==> config.mk <==
export PLATFORM = sky130hd
export DESIGN_NAME = clamped_pid_controller_core_flat
export DESIGN_NICKNAME = d
export VERILOG_FILES = /design/src/rtl/cpc_pkg.sv /design/src/rtl/cpc_sample_if.sv /design/src/rtl/cpc_result_if.sv /design/src/rtl/cpc_cfg_if.sv /design/src/rtl/cpc_cfg_regs.sv /design/src/rtl/cpc_state_stage.sv /design/src/rtl/cpc_mult_stage.sv /design/src/rtl/cpc_sum_stage.sv /design/src/rtl/clamped_pid_controller_core.sv /design/src/flat_wrapper.sv
export SDC_FILE = /design/constraint.sdc
export NUM_CORES = 2
export LEC_CHECK = 0
export BUFFER_PORTS_ARGS = -buffer_cell sky130_fd_sc_hd__buf_2
export CAP_MARGIN = 20
export CORE_MARGIN = 10
export CORE_UTILIZATION = 50
export CTS_CLUSTER_SIZE = 25
export DETAILED_ROUTE_END_ITERATION = 7
export PLACE_DENSITY = 0.66
export SLEW_MARGIN = 20
export SYNTH_ARGS = -nofsm -noshare
export SYNTH_HDL_FRONTEND = slang
export SYNTH_HIERARCHICAL = 1
export SYNTH_SLANG_ARGS = --single-unit
==> constraint.sdc <==
create_clock -name clk -period 24.7 [get_ports clk]
set_input_delay 1.235 -clock clk [delete_from_list [all_inputs] [get_ports clk]]
set_output_delay 1.235 -clock clk [all_outputs]
set_load 0.01 [all_outputs]
==> src/rtl/cpc_pkg.sv <==
// ----------------------------------------------------------------------------
// cpc_pkg
// Shared widths, codes, reset values and bundle types of the PID controller.
// ----------------------------------------------------------------------------
package cpc_pkg;

    localparam int MEAS_W     = 16;
    localparam int GAIN_W     = 16;
    localparam int ERR_W      = 17;
    localparam int INTEG_W    = 24;
    localparam int DRIVE_W    = 32;
    localparam int CFG_IDX_W  = 3;
    localparam int CFG_DATA_W = 24;

    localparam int PROD_P_W = GAIN_W + ERR_W;
    localparam int PROD_I_W = GAIN_W + INTEG_W;
    localparam int PROD_D_W = GAIN_W + ERR_W;
    localparam int SUM_W    = PROD_I_W + 2;
    localparam int FRAC_W   = 8;
    localparam int SHIFT_W  = SUM_W - FRAC_W;

    typedef enum logic [CFG_IDX_W-1:0] {
        REG_SETPOINT     = 3'd0,
        REG_GAIN_P       = 3'd1,
        REG_GAIN_I       = 3'd2,
        REG_GAIN_D       = 3'd3,
        REG_ERROR_MIN    = 3'd4,
        REG_ERROR_MAX    = 3'd5,
        REG_INTEGRAL_MIN = 3'd6,
        REG_INTEGRAL_MAX = 3'd7
    } cfg_idx_t;

    typedef enum logic {
        CMD_SAMPLE = 1'b0,
        CMD_CLEAR  = 1'b1
    } cmd_t;

    localparam logic signed [ERR_W-1:0]   ERROR_MIN_RST    = -17'sd500;
    localparam logic signed [ERR_W-1:0]   ERROR_MAX_RST    = 17'sd500;
    localparam logic signed [INTEG_W-1:0] INTEGRAL_MIN_RST = -24'sd500;
    localparam logic signed [INTEG_W-1:0] INTEGRAL_MAX_RST = 24'sd500;

    localparam logic signed [DRIVE_W-1:0] DRIVE_MAX = {1'b0, {(DRIVE_W-1){1'b1}}};
    localparam logic signed [DRIVE_W-1:0] DRIVE_MIN = {1'b1, {(DRIVE_W-1){1'b0}}};

    typedef struct packed {
        logic signed [MEAS_W-1:0]  setpoint;
        logic signed [GAIN_W-1:0]  gain_p;
        logic signed [GAIN_W-1:0]  gain_i;
        logic signed [GAIN_W-1:0]  gain_d;
        logic signed [ERR_W-1:0]   error_min;
        logic signed [ERR_W-1:0]   error_max;
        logic signed [INTEG_W-1:0] integral_min;
        logic signed [INTEG_W-1:0] integral_max;
    } cfg_t;

    typedef struct packed {
        logic signed [ERR_W-1:0]   err;
        logic signed [INTEG_W-1:0] integ;
        logic signed [ERR_W-1:0]   deriv;
    } terms_t;

    typedef struct packed {
        logic signed [PROD_P_W-1:0] prod_p;
        logic signed [PROD_I_W-1:0] prod_i;
        logic signed [PROD_D_W-1:0] prod_d;
    } prods_t;

endpackage

==> src/rtl/cpc_sample_if.sv <==
// ----------------------------------------------------------------------------
// cpc_sample_if
// Sample channel: command and measurement word with valid/ready.
// ----------------------------------------------------------------------------
interface cpc_sample_if
    import cpc_pkg::*;
();
    logic                     valid;
    logic                     ready;
    logic                     cmd;
    logic signed [MEAS_W-1:0] measurement;

    modport source (output valid, output cmd, output measurement, input ready);
    modport sink   (input valid, input cmd, input measurement, output ready);
endinterface

==> src/rtl/cpc_result_if.sv <==
// ----------------------------------------------------------------------------
// cpc_result_if
// Result channel: drive word with valid/ready.
// ----------------------------------------------------------------------------
interface cpc_result_if
    import cpc_pkg::*;
();
    logic                      valid;
    logic                      ready;
    logic signed [DRIVE_W-1:0] drive;

    modport source (output valid, output drive, input ready);
    modport sink   (input valid, input drive, output ready);
endinterface

==> src/rtl/cpc_cfg_if.sv <==
// ----------------------------------------------------------------------------
// cpc_cfg_if
// Configuration write channel: register index and data word with valid/ready.
// ----------------------------------------------------------------------------
interface cpc_cfg_if
    import cpc_pkg::*;
();
    logic                  valid;
    logic                  ready;
    logic [CFG_IDX_W-1:0]  index;
    logic [CFG_DATA_W-1:0] data;

    modport source (output valid, output index, output data, input ready);
    modport sink   (input valid, input index, input data, output ready);
endinterface

==> src/rtl/cpc_cfg_regs.sv <==
// ----------------------------------------------------------------------------
// cpc_cfg_regs
// Configuration register file: setpoint, gains and clamp limits.
// ----------------------------------------------------------------------------
module cpc_cfg_regs
    import cpc_pkg::*;
(
    input  logic      clk,
    input  logic      rst_n,
    cpc_cfg_if.sink   cfg,
    output cfg_t      regs
);

    cfg_t regs_reg;
    cfg_t regs_next;

    assign cfg.ready = 1'b1;
    assign regs      = regs_reg;

    always_comb
    begin
        regs_next = regs_reg;
        if (cfg.valid)
        begin
            case (cfg_idx_t'(cfg.index))
                REG_SETPOINT:     regs_next.setpoint     = $signed(cfg.data[MEAS_W-1:0]);
                REG_GAIN_P:       regs_next.gain_p       = $signed(cfg.data[GAIN_W-1:0]);
                REG_GAIN_I:       regs_next.gain_i       = $signed(cfg.data[GAIN_W-1:0]);
                REG_GAIN_D:       regs_next.gain_d       = $signed(cfg.data[GAIN_W-1:0]);
                REG_ERROR_MIN:    regs_next.error_min    = $signed(cfg.data[ERR_W-1:0]);
                REG_ERROR_MAX:    regs_next.error_max    = $signed(cfg.data[ERR_W-1:0]);
                REG_INTEGRAL_MIN: regs_next.integral_min = $signed(cfg.data[INTEG_W-1:0]);
                REG_INTEGRAL_MAX: regs_next.integral_max = $signed(cfg.data[INTEG_W-1:0]);
                default:          regs_next = regs_reg;
            endcase
        end
    end

    always_ff @(posedge clk or negedge rst_n)
    begin
        if (!rst_n)
        begin
            regs_reg.setpoint     <= '0;
            regs_reg.gain_p       <= '0;
            regs_reg.gain_i       <= '0;
            regs_reg.gain_d       <= '0;
            regs_reg.error_min    <= ERROR_MIN_RST;
            regs_reg.error_max    <= ERROR_MAX_RST;
            regs_reg.integral_min <= INTEGRAL_MIN_RST;
            regs_reg.integral_max <= INTEGRAL_MAX_RST;
        end
        else
        begin
            regs_reg <= regs_next;
        end
    end

endmodule

==> src/rtl/cpc_state_stage.sv <==
// ----------------------------------------------------------------------------
// cpc_state_stage
// Input register, clamped error, clamped integral and derivative; holds the
// integral and previous measurement state.
// ----------------------------------------------------------------------------
module cpc_state_stage
    import cpc_pkg::*;
(
    input  logic        clk,
    input  logic        rst_n,
    input  cfg_t        regs,
    cpc_sample_if.sink  sample,
    output logic        terms_valid,
    input  logic        terms_ready,
    output terms_t      terms
);

    logic                      in_valid_reg;
    logic                      in_valid_next;
    cmd_t                      cmd_reg;
    logic signed [MEAS_W-1:0]  meas_reg;

    logic signed [INTEG_W-1:0] integ_reg;
    logic signed [INTEG_W-1:0] integ_next;
    logic signed [MEAS_W-1:0]  prev_reg;
    logic signed [MEAS_W-1:0]  prev_next;

    logic                      terms_valid_reg;
    logic                      terms_valid_next;
    terms_t                    terms_reg;
    terms_t                    terms_next;

    logic                      out_free;
    logic                      fire;
    logic                      do_sample;
    logic signed [ERR_W-1:0]   err_raw;
    logic signed [ERR_W-1:0]   err_c;
    logic signed [INTEG_W:0]   integ_sum;
    logic signed [INTEG_W-1:0] integ_c;
    logic signed [ERR_W-1:0]   deriv;

    assign out_free     = !terms_valid_reg || terms_ready;
    assign fire         = in_valid_reg && out_free;
    assign do_sample    = fire && (cmd_reg == CMD_SAMPLE);
    assign sample.ready = !in_valid_reg || out_free;
    assign terms_valid  = terms_valid_reg;
    assign terms        = terms_reg;

    // lower limit tested first, so crossed limits resolve the same way
    always_comb
    begin
        err_raw = ERR_W'(regs.setpoint) - ERR_W'(meas_reg);
        if (err_raw < regs.error_min)
            err_c = regs.error_min;
        else if (err_raw > regs.error_max)
            err_c = regs.error_max;
        else
            err_c = err_raw;

        integ_sum = (INTEG_W+1)'(integ_reg) + (INTEG_W+1)'(err_c);
        if (integ_sum < regs.integral_min)
            integ_c = regs.integral_min;
        else if (integ_sum > regs.integral_max)
            integ_c = regs.integral_max;
        else
            integ_c = INTEG_W'(integ_sum);

        deriv = ERR_W'(prev_reg) - ERR_W'(meas_reg);
    end

    always_comb
    begin
        in_valid_next = in_valid_reg;
        if (sample.valid && sample.ready)
            in_valid_next = 1'b1;
        else if (fire)
            in_valid_next = 1'b0;

        integ_next = integ_reg;
        prev_next  = prev_reg;
        if (fire && (cmd_reg == CMD_CLEAR))
            integ_next = '0;
        else if (do_sample)
        begin
            integ_next = integ_c;
            prev_next  = meas_reg;
        end

        terms_valid_next = terms_valid_reg && !terms_ready;
        terms_next       = terms_reg;
        if (do_sample)
        begin
            terms_valid_next = 1'b1;
            terms_next.err   = err_c;
            terms_next.integ = integ_c;
            terms_next.deriv = deriv;
        end
    end

    always_ff @(posedge clk or negedge rst_n)
    begin
        if (!rst_n)
        begin
            in_valid_reg    <= 1'b0;
            terms_valid_reg <= 1'b0;
            integ_reg       <= '0;
            prev_reg        <= '0;
        end
        else
        begin
            in_valid_reg    <= in_valid_next;
            terms_valid_reg <= terms_valid_next;
            integ_reg       <= integ_next;
            prev_reg        <= prev_next;
        end
    end

    always_ff @(posedge clk)
    begin
        if (sample.valid && sample.ready)
        begin
            cmd_reg  <= cmd_t'(sample.cmd);
            meas_reg <= sample.measurement;
        end
        terms_reg <= terms_next;
    end

endmodule

==> src/rtl/cpc_mult_stage.sv <==
// ----------------------------------------------------------------------------
// cpc_mult_stage
// Gain multiplies of the error, integral and derivative terms.
// ----------------------------------------------------------------------------
module cpc_mult_stage
    import cpc_pkg::*;
(
    input  logic   clk,
    input  logic   rst_n,
    input  cfg_t   regs,
    input  logic   terms_valid,
    output logic   terms_ready,
    input  terms_t terms,
    output logic   prods_valid,
    input  logic   prods_ready,
    output prods_t prods
);

    logic   prods_valid_reg;
    logic   prods_valid_next;
    prods_t prods_reg;
    prods_t prods_next;
    logic   load;

    assign terms_ready = !prods_valid_reg || prods_ready;
    assign load        = terms_valid && terms_ready;
    assign prods_valid = prods_valid_reg;
    assign prods       = prods_reg;

    always_comb
    begin
        prods_valid_next = prods_valid_reg && !prods_ready;
        prods_next       = prods_reg;
        if (load)
        begin
            prods_valid_next  = 1'b1;
            prods_next.prod_p = PROD_P_W'(regs.gain_p) * PROD_P_W'(terms.err);
            prods_next.prod_i = PROD_I_W'(regs.gain_i) * PROD_I_W'(terms.integ);
            prods_next.prod_d = PROD_D_W'(regs.gain_d) * PROD_D_W'(terms.deriv);
        end
    end

    always_ff @(posedge clk or negedge rst_n)
    begin
        if (!rst_n)
            prods_valid_reg <= 1'b0;
        else
            prods_valid_reg <= prods_valid_next;
    end

    always_ff @(posedge clk)
    begin
        prods_reg <= prods_next;
    end

endmodule

==> src/rtl/cpc_sum_stage.sv <==
// ----------------------------------------------------------------------------
// cpc_sum_stage
// Product sum, Q8.8 scale-down by arithmetic shift, 32-bit saturation and
// output register.
// ----------------------------------------------------------------------------
module cpc_sum_stage
    import cpc_pkg::*;
(
    input  logic         clk,
    input  logic         rst_n,
    input  logic         prods_valid,
    output logic         prods_ready,
    input  prods_t       prods,
    cpc_result_if.source result
);

    logic                      valid_reg;
    logic                      valid_next;
    logic signed [DRIVE_W-1:0] drive_reg;
    logic signed [DRIVE_W-1:0] drive_next;
    logic                      load;
    logic signed [SUM_W-1:0]   sum;
    logic signed [SHIFT_W-1:0] shifted;
    logic signed [DRIVE_W-1:0] sat;

    assign prods_ready  = !valid_reg || result.ready;
    assign load         = prods_valid && prods_ready;
    assign result.valid = valid_reg;
    assign result.drive = drive_reg;

    always_comb
    begin
        sum = SUM_W'(prods.prod_p) + SUM_W'(prods.prod_i) + SUM_W'(prods.prod_d);
        shifted = $signed(sum[SUM_W-1:FRAC_W]);
        // fits when all bits above the drive's sign bit match it
        if (shifted[SHIFT_W-1:DRIVE_W-1] == '0 || shifted[SHIFT_W-1:DRIVE_W-1] == '1)
            sat = shifted[DRIVE_W-1:0];
        else if (shifted[SHIFT_W-1])
            sat = DRIVE_MIN;
        else
            sat = DRIVE_MAX;
    end

    always_comb
    begin
        valid_next = valid_reg && !result.ready;
        drive_next = drive_reg;
        if (load)
        begin
            valid_next = 1'b1;
            drive_next = sat;
        end
    end

    always_ff @(posedge clk or negedge rst_n)
    begin
        if (!rst_n)
            valid_reg <= 1'b0;
        else
            valid_reg <= valid_next;
    end

    always_ff @(posedge clk)
    begin
        drive_reg <= drive_next;
    end

endmodule

==> src/rtl/clamped_pid_controller_core.sv <==
// ----------------------------------------------------------------------------
// clamped_pid_controller_core
// PID controller with clamped error and clamped integral, Q8.8 gains and a
// saturated 32-bit drive word.
//
//   channel  dir   word                         handshake
//   sample   in    cmd, measurement[15:0]       valid/ready
//   result   out   drive[31:0]                  valid/ready
//   cfg      in    index[2:0], data[23:0]       valid/ready, ready tied high
//
// One sample word per cycle unless the result stalls; drive is valid once the
// word passes the input, term, product and output registers in that order.
// Integral and previous measurement live in the term stage and update as a
// word leaves the input register; a clear word updates state only.
// Each stage holds its word while the next is full, so a stalled result
// backs up stage by stage. Reset clears state, valid flags, default limits.
// ----------------------------------------------------------------------------
module clamped_pid_controller_core
    import cpc_pkg::*;
(
    input  logic         clk,
    input  logic         rst_n,
    cpc_sample_if.sink   sample,
    cpc_result_if.source result,
    cpc_cfg_if.sink      cfg
);

    cfg_t   regs;
    logic   terms_valid;
    logic   terms_ready;
    terms_t terms;
    logic   prods_valid;
    logic   prods_ready;
    prods_t prods;

    cpc_cfg_regs u_cfg_regs (
        .clk   (clk),
        .rst_n (rst_n),
        .cfg   (cfg),
        .regs  (regs)
    );

    cpc_state_stage u_state_stage (
        .clk         (clk),
        .rst_n       (rst_n),
        .regs        (regs),
        .sample      (sample),
        .terms_valid (terms_valid),
        .terms_ready (terms_ready),
        .terms       (terms)
    );

    cpc_mult_stage u_mult_stage (
        .clk         (clk),
        .rst_n       (rst_n),
        .regs        (regs),
        .terms_valid (terms_valid),
        .terms_ready (terms_ready),
        .terms       (terms),
        .prods_valid (prods_valid),
        .prods_ready (prods_ready),
        .prods       (prods)
    );

    cpc_sum_stage u_sum_stage (
        .clk         (clk),
        .rst_n       (rst_n),
        .prods_valid (prods_valid),
        .prods_ready (prods_ready),
        .prods       (prods),
        .result      (result)
    );

endmodule
==> src/flat_wrapper.sv <==
// flat-port wrapper written by rule: the top's interface ports become plain ports
module clamped_pid_controller_core_flat import cpc_pkg::*;
  (clk, rst_n, sample_valid, sample_cmd, sample_measurement, sample_ready, result_valid, result_drive, result_ready, cfg_valid, cfg_index, cfg_data, cfg_ready);
  cpc_sample_if sample_i ();
  cpc_result_if result_i ();
  cpc_cfg_if cfg_i ();
  input  logic clk;
  input  logic rst_n;
  input wire logic [$bits(sample_i.valid)-1:0] sample_valid;
  input wire logic [$bits(sample_i.cmd)-1:0] sample_cmd;
  input wire logic [$bits(sample_i.measurement)-1:0] sample_measurement;
  output wire logic [$bits(sample_i.ready)-1:0] sample_ready;
  output wire logic [$bits(result_i.valid)-1:0] result_valid;
  output wire logic [$bits(result_i.drive)-1:0] result_drive;
  input wire logic [$bits(result_i.ready)-1:0] result_ready;
  input wire logic [$bits(cfg_i.valid)-1:0] cfg_valid;
  input wire logic [$bits(cfg_i.index)-1:0] cfg_index;
  input wire logic [$bits(cfg_i.data)-1:0] cfg_data;
  output wire logic [$bits(cfg_i.ready)-1:0] cfg_ready;
  assign sample_i.valid = sample_valid;
  assign sample_i.cmd = sample_cmd;
  assign sample_i.measurement = sample_measurement;
  assign sample_ready = sample_i.ready;
  assign result_valid = result_i.valid;
  assign result_drive = result_i.drive;
  assign result_i.ready = result_ready;
  assign cfg_i.valid = cfg_valid;
  assign cfg_i.index = cfg_index;
  assign cfg_i.data = cfg_data;
  assign cfg_ready = cfg_i.ready;
  clamped_pid_controller_core u_core (.clk(clk), .rst_n(rst_n), .sample(sample_i), .result(result_i), .cfg(cfg_i));
endmodule
==> results.ini <==
[run_status]
status=completed

[global_route]
gr-usage-all-layers_pct=23.0
grt_pass1_vias=41900
antenna_found_initial=11
grt_pass1_wl_um=231000
grt_start_max_net_pins=77
grt_overflow=0

[min_path]
min_path_type=reg -> reg

[placed_design]
gp_congestion=0.887
dp_hpwl_um=113000
post-place-ws_ps=15180
port_buffers=82

[finish]
layout_common_cells=inv_1 (1205), fa_1 (968), nand2_1 (647)
largest_reg_flops=146
area_growth_pct=5.87
fillCellCount=10200
nets=7113
final_common_cell=inv_1
drive_gt1_share_pct=7.59

[setup_path]
critPathMostFrequentCell=ha_1
required_ps=25210
r2r_slack_ps=14990
cp-end-kind=flop
cp_slowest_stage_delay_ps=560
slowest_stage=o41ai_1
crit_type=reg -> reg
crit_fanout=42
start_kind=flop
cp.arrival_ps=10220

[floorplan]
die_w_um=356
core.rowCount=123
initial_core_util_pct=50.3
core_area_mm2=0.112
io_pins=84
die_h_um=356
dieArea_mm2=0.127

[synthesis]
ys_warn_count=6
synth-simple-area-share_pct=12.2
synth_fa_ha_area_share_pct=44.1
syn_nets=7149
synth_top_family_by_area=adder cells
synth_area_mm2=0.0566
synth_flop_cell=edfxtp_1
synth_cell_types=97
synth_compound_area_share_pct=7.98
async_flop_share_pct=47.1
synth_cells=5688
synth_mux_area_share_pct=3.37
ys_seq_area_share_pct=19.8
synth_area_leaders=fa_1 (34%), edfxtp_1 (11%), ha_1 (9.8%)
avgSynthCellArea_um2=9.95
ys_ff_latch=403
synth_top_area_share_pct=34.2
yosysTopAreaCell=fa_1
synth_xor_area_share_pct=2.97
synth_edf_count=213

[clock_network]
clk_pin_slew_ps=60
ctsResizeCount=0
cts_setup_buffers=0
cts.htree.levels=2
cts_inserted_buffers=46
clock_sinks=403
cts_hold_buf=0
clockBufferDepth=3
insertion_delay_ps=620
cts_tree=yes
cts_root_buf=clkbuf_16

[sta]
fin_hold_ws_ps=486
finalMaxSlewViolations=0
finalCritPeriodShare_pct=39.3
tightest_slew_ps=1150
relSlewSlack_pct=23.2
clock_skew_ps=43.3
tns_ps=0
rsz0062_at_grt=no
setup_viol=0
period_minus_slack_ps=9710
final-hold-violation-count=0
layout_setup_ws_ps=14990
max_freq_mhz=103

[drt]
routed_wl_um=144000
drtIter0Drc=2454
drcViolationCount=0
dr_total_vias=39000
drt_first_pass_iters=5
wl_per_cell_um=20.0
antenna_left=0
via_per_inst=5.42

[flow_run]
max_cap_viol_count=0

## stage by stage
step	instance area, um^2	utilization, %	instances
global placement	58200	51.8	7101
detailed placement	58300	51.8	7102
global route	59900	53.2	7192
CTS	59900	53.2	7188
finish	59900	53.2	7192
floorplan	56600	-	5688
## cell families after synthesis
family | count (synthesis)
AND/OR/NAND/NOR | 1431
multiplexers | 168
AO/OA/AOI/OAI | 680
other | 1
flip-flops | 403
XOR/XNOR | 192
buffers and inverters | 1401
adder cells (fa/ha/maj) | 1412
## worst paths after layout
kind	start	to	cells after the start
max reg2reg	u_core/u_state_stage/meas_reg[0]$_DFFE_PP_	u_core/u_state_stage/integ_reg[12]$_DFFE_PN0P_	35
max	u_core/u_state_stage/meas_reg[0]$_DFFE_PP_	u_core/u_state_stage/integ_reg[12]$_DFFE_PN0P_	35
min in group asynchronous	rst_n	u_core/u_cfg_regs/regs[23]$_DFFE_PN0P_	1
min	u_core/u_state_stage/prev_reg[4]$_DFFE_PN0P_	u_core/u_state_stage/prev_reg[4]$_DFFE_PN0P_	2
min reg2reg	u_core/u_state_stage/prev_reg[4]$_DFFE_PN0P_	u_core/u_state_stage/prev_reg[4]$_DFFE_PN0P_	2
max in group asynchronous	rst_n	u_core/u_cfg_regs/regs[100]$_DFFE_PN0P_	3
## critical path, delay by kind of cell (launching register included)
kind | cells | cell delay (ps)
multiplexers | 4 | 1090
XOR/XNOR | 1 | 200
buffers and inverters | 1 | 460
flip-flops | 1 | 420
AO/OA/AOI/OAI | 14 | 3150
AND/OR/NAND/NOR | 9 | 2240
adder cells (fa/ha/maj) | 6 | 2030
## Yosys cell counts, drive strengths merged (24+ instances only)
cell type / n
dfstp: 39
edfxtp: 213
fa: 968
dfrtp: 151
and2: 368
nand4: 30
o21bai: 29
nand2b: 42
a211oi: 27
nor3: 40
mux2: 149
nand3: 40
xnor2: 148
buf: 39
a21o: 105
inv: 1206
clkbuf: 154
a21oi: 214
o21ai: 137
nor2b: 24
nand2: 647
ha: 444
xor2: 44
nor2: 171
## routing by layer
layer | GRT usage [%] | up-vias | part of all wire, %
met5 | 0 | - | 0.022
met4 | 5.01 | 4 | 2.3
met3 | 3.61 | 190 | 6.1
met2 | 38.3 | 1129 | 47
met1 | 31.6 | 20000 | 44
li1 | - | 17700 | -
## layout make-up
class	count	area (um^2)	area share, %
Multi-Input combinational cell	3884	40000	66.8
Sequential cell	403	11200	18.7
Timing Repair Buffer	111	664	1.11
Inverter	1206	4530	7.56
Antenna cell	2	5.00	0.00835
Clock inverter	22	241	0.403
Tap cell	1500	1880	3.13
Clock buffer	64	1350	2.26
Power is left out: the tool's default activity adds up to more than one toggle a clock period on the data nets, which glitch-free logic cannot reach.
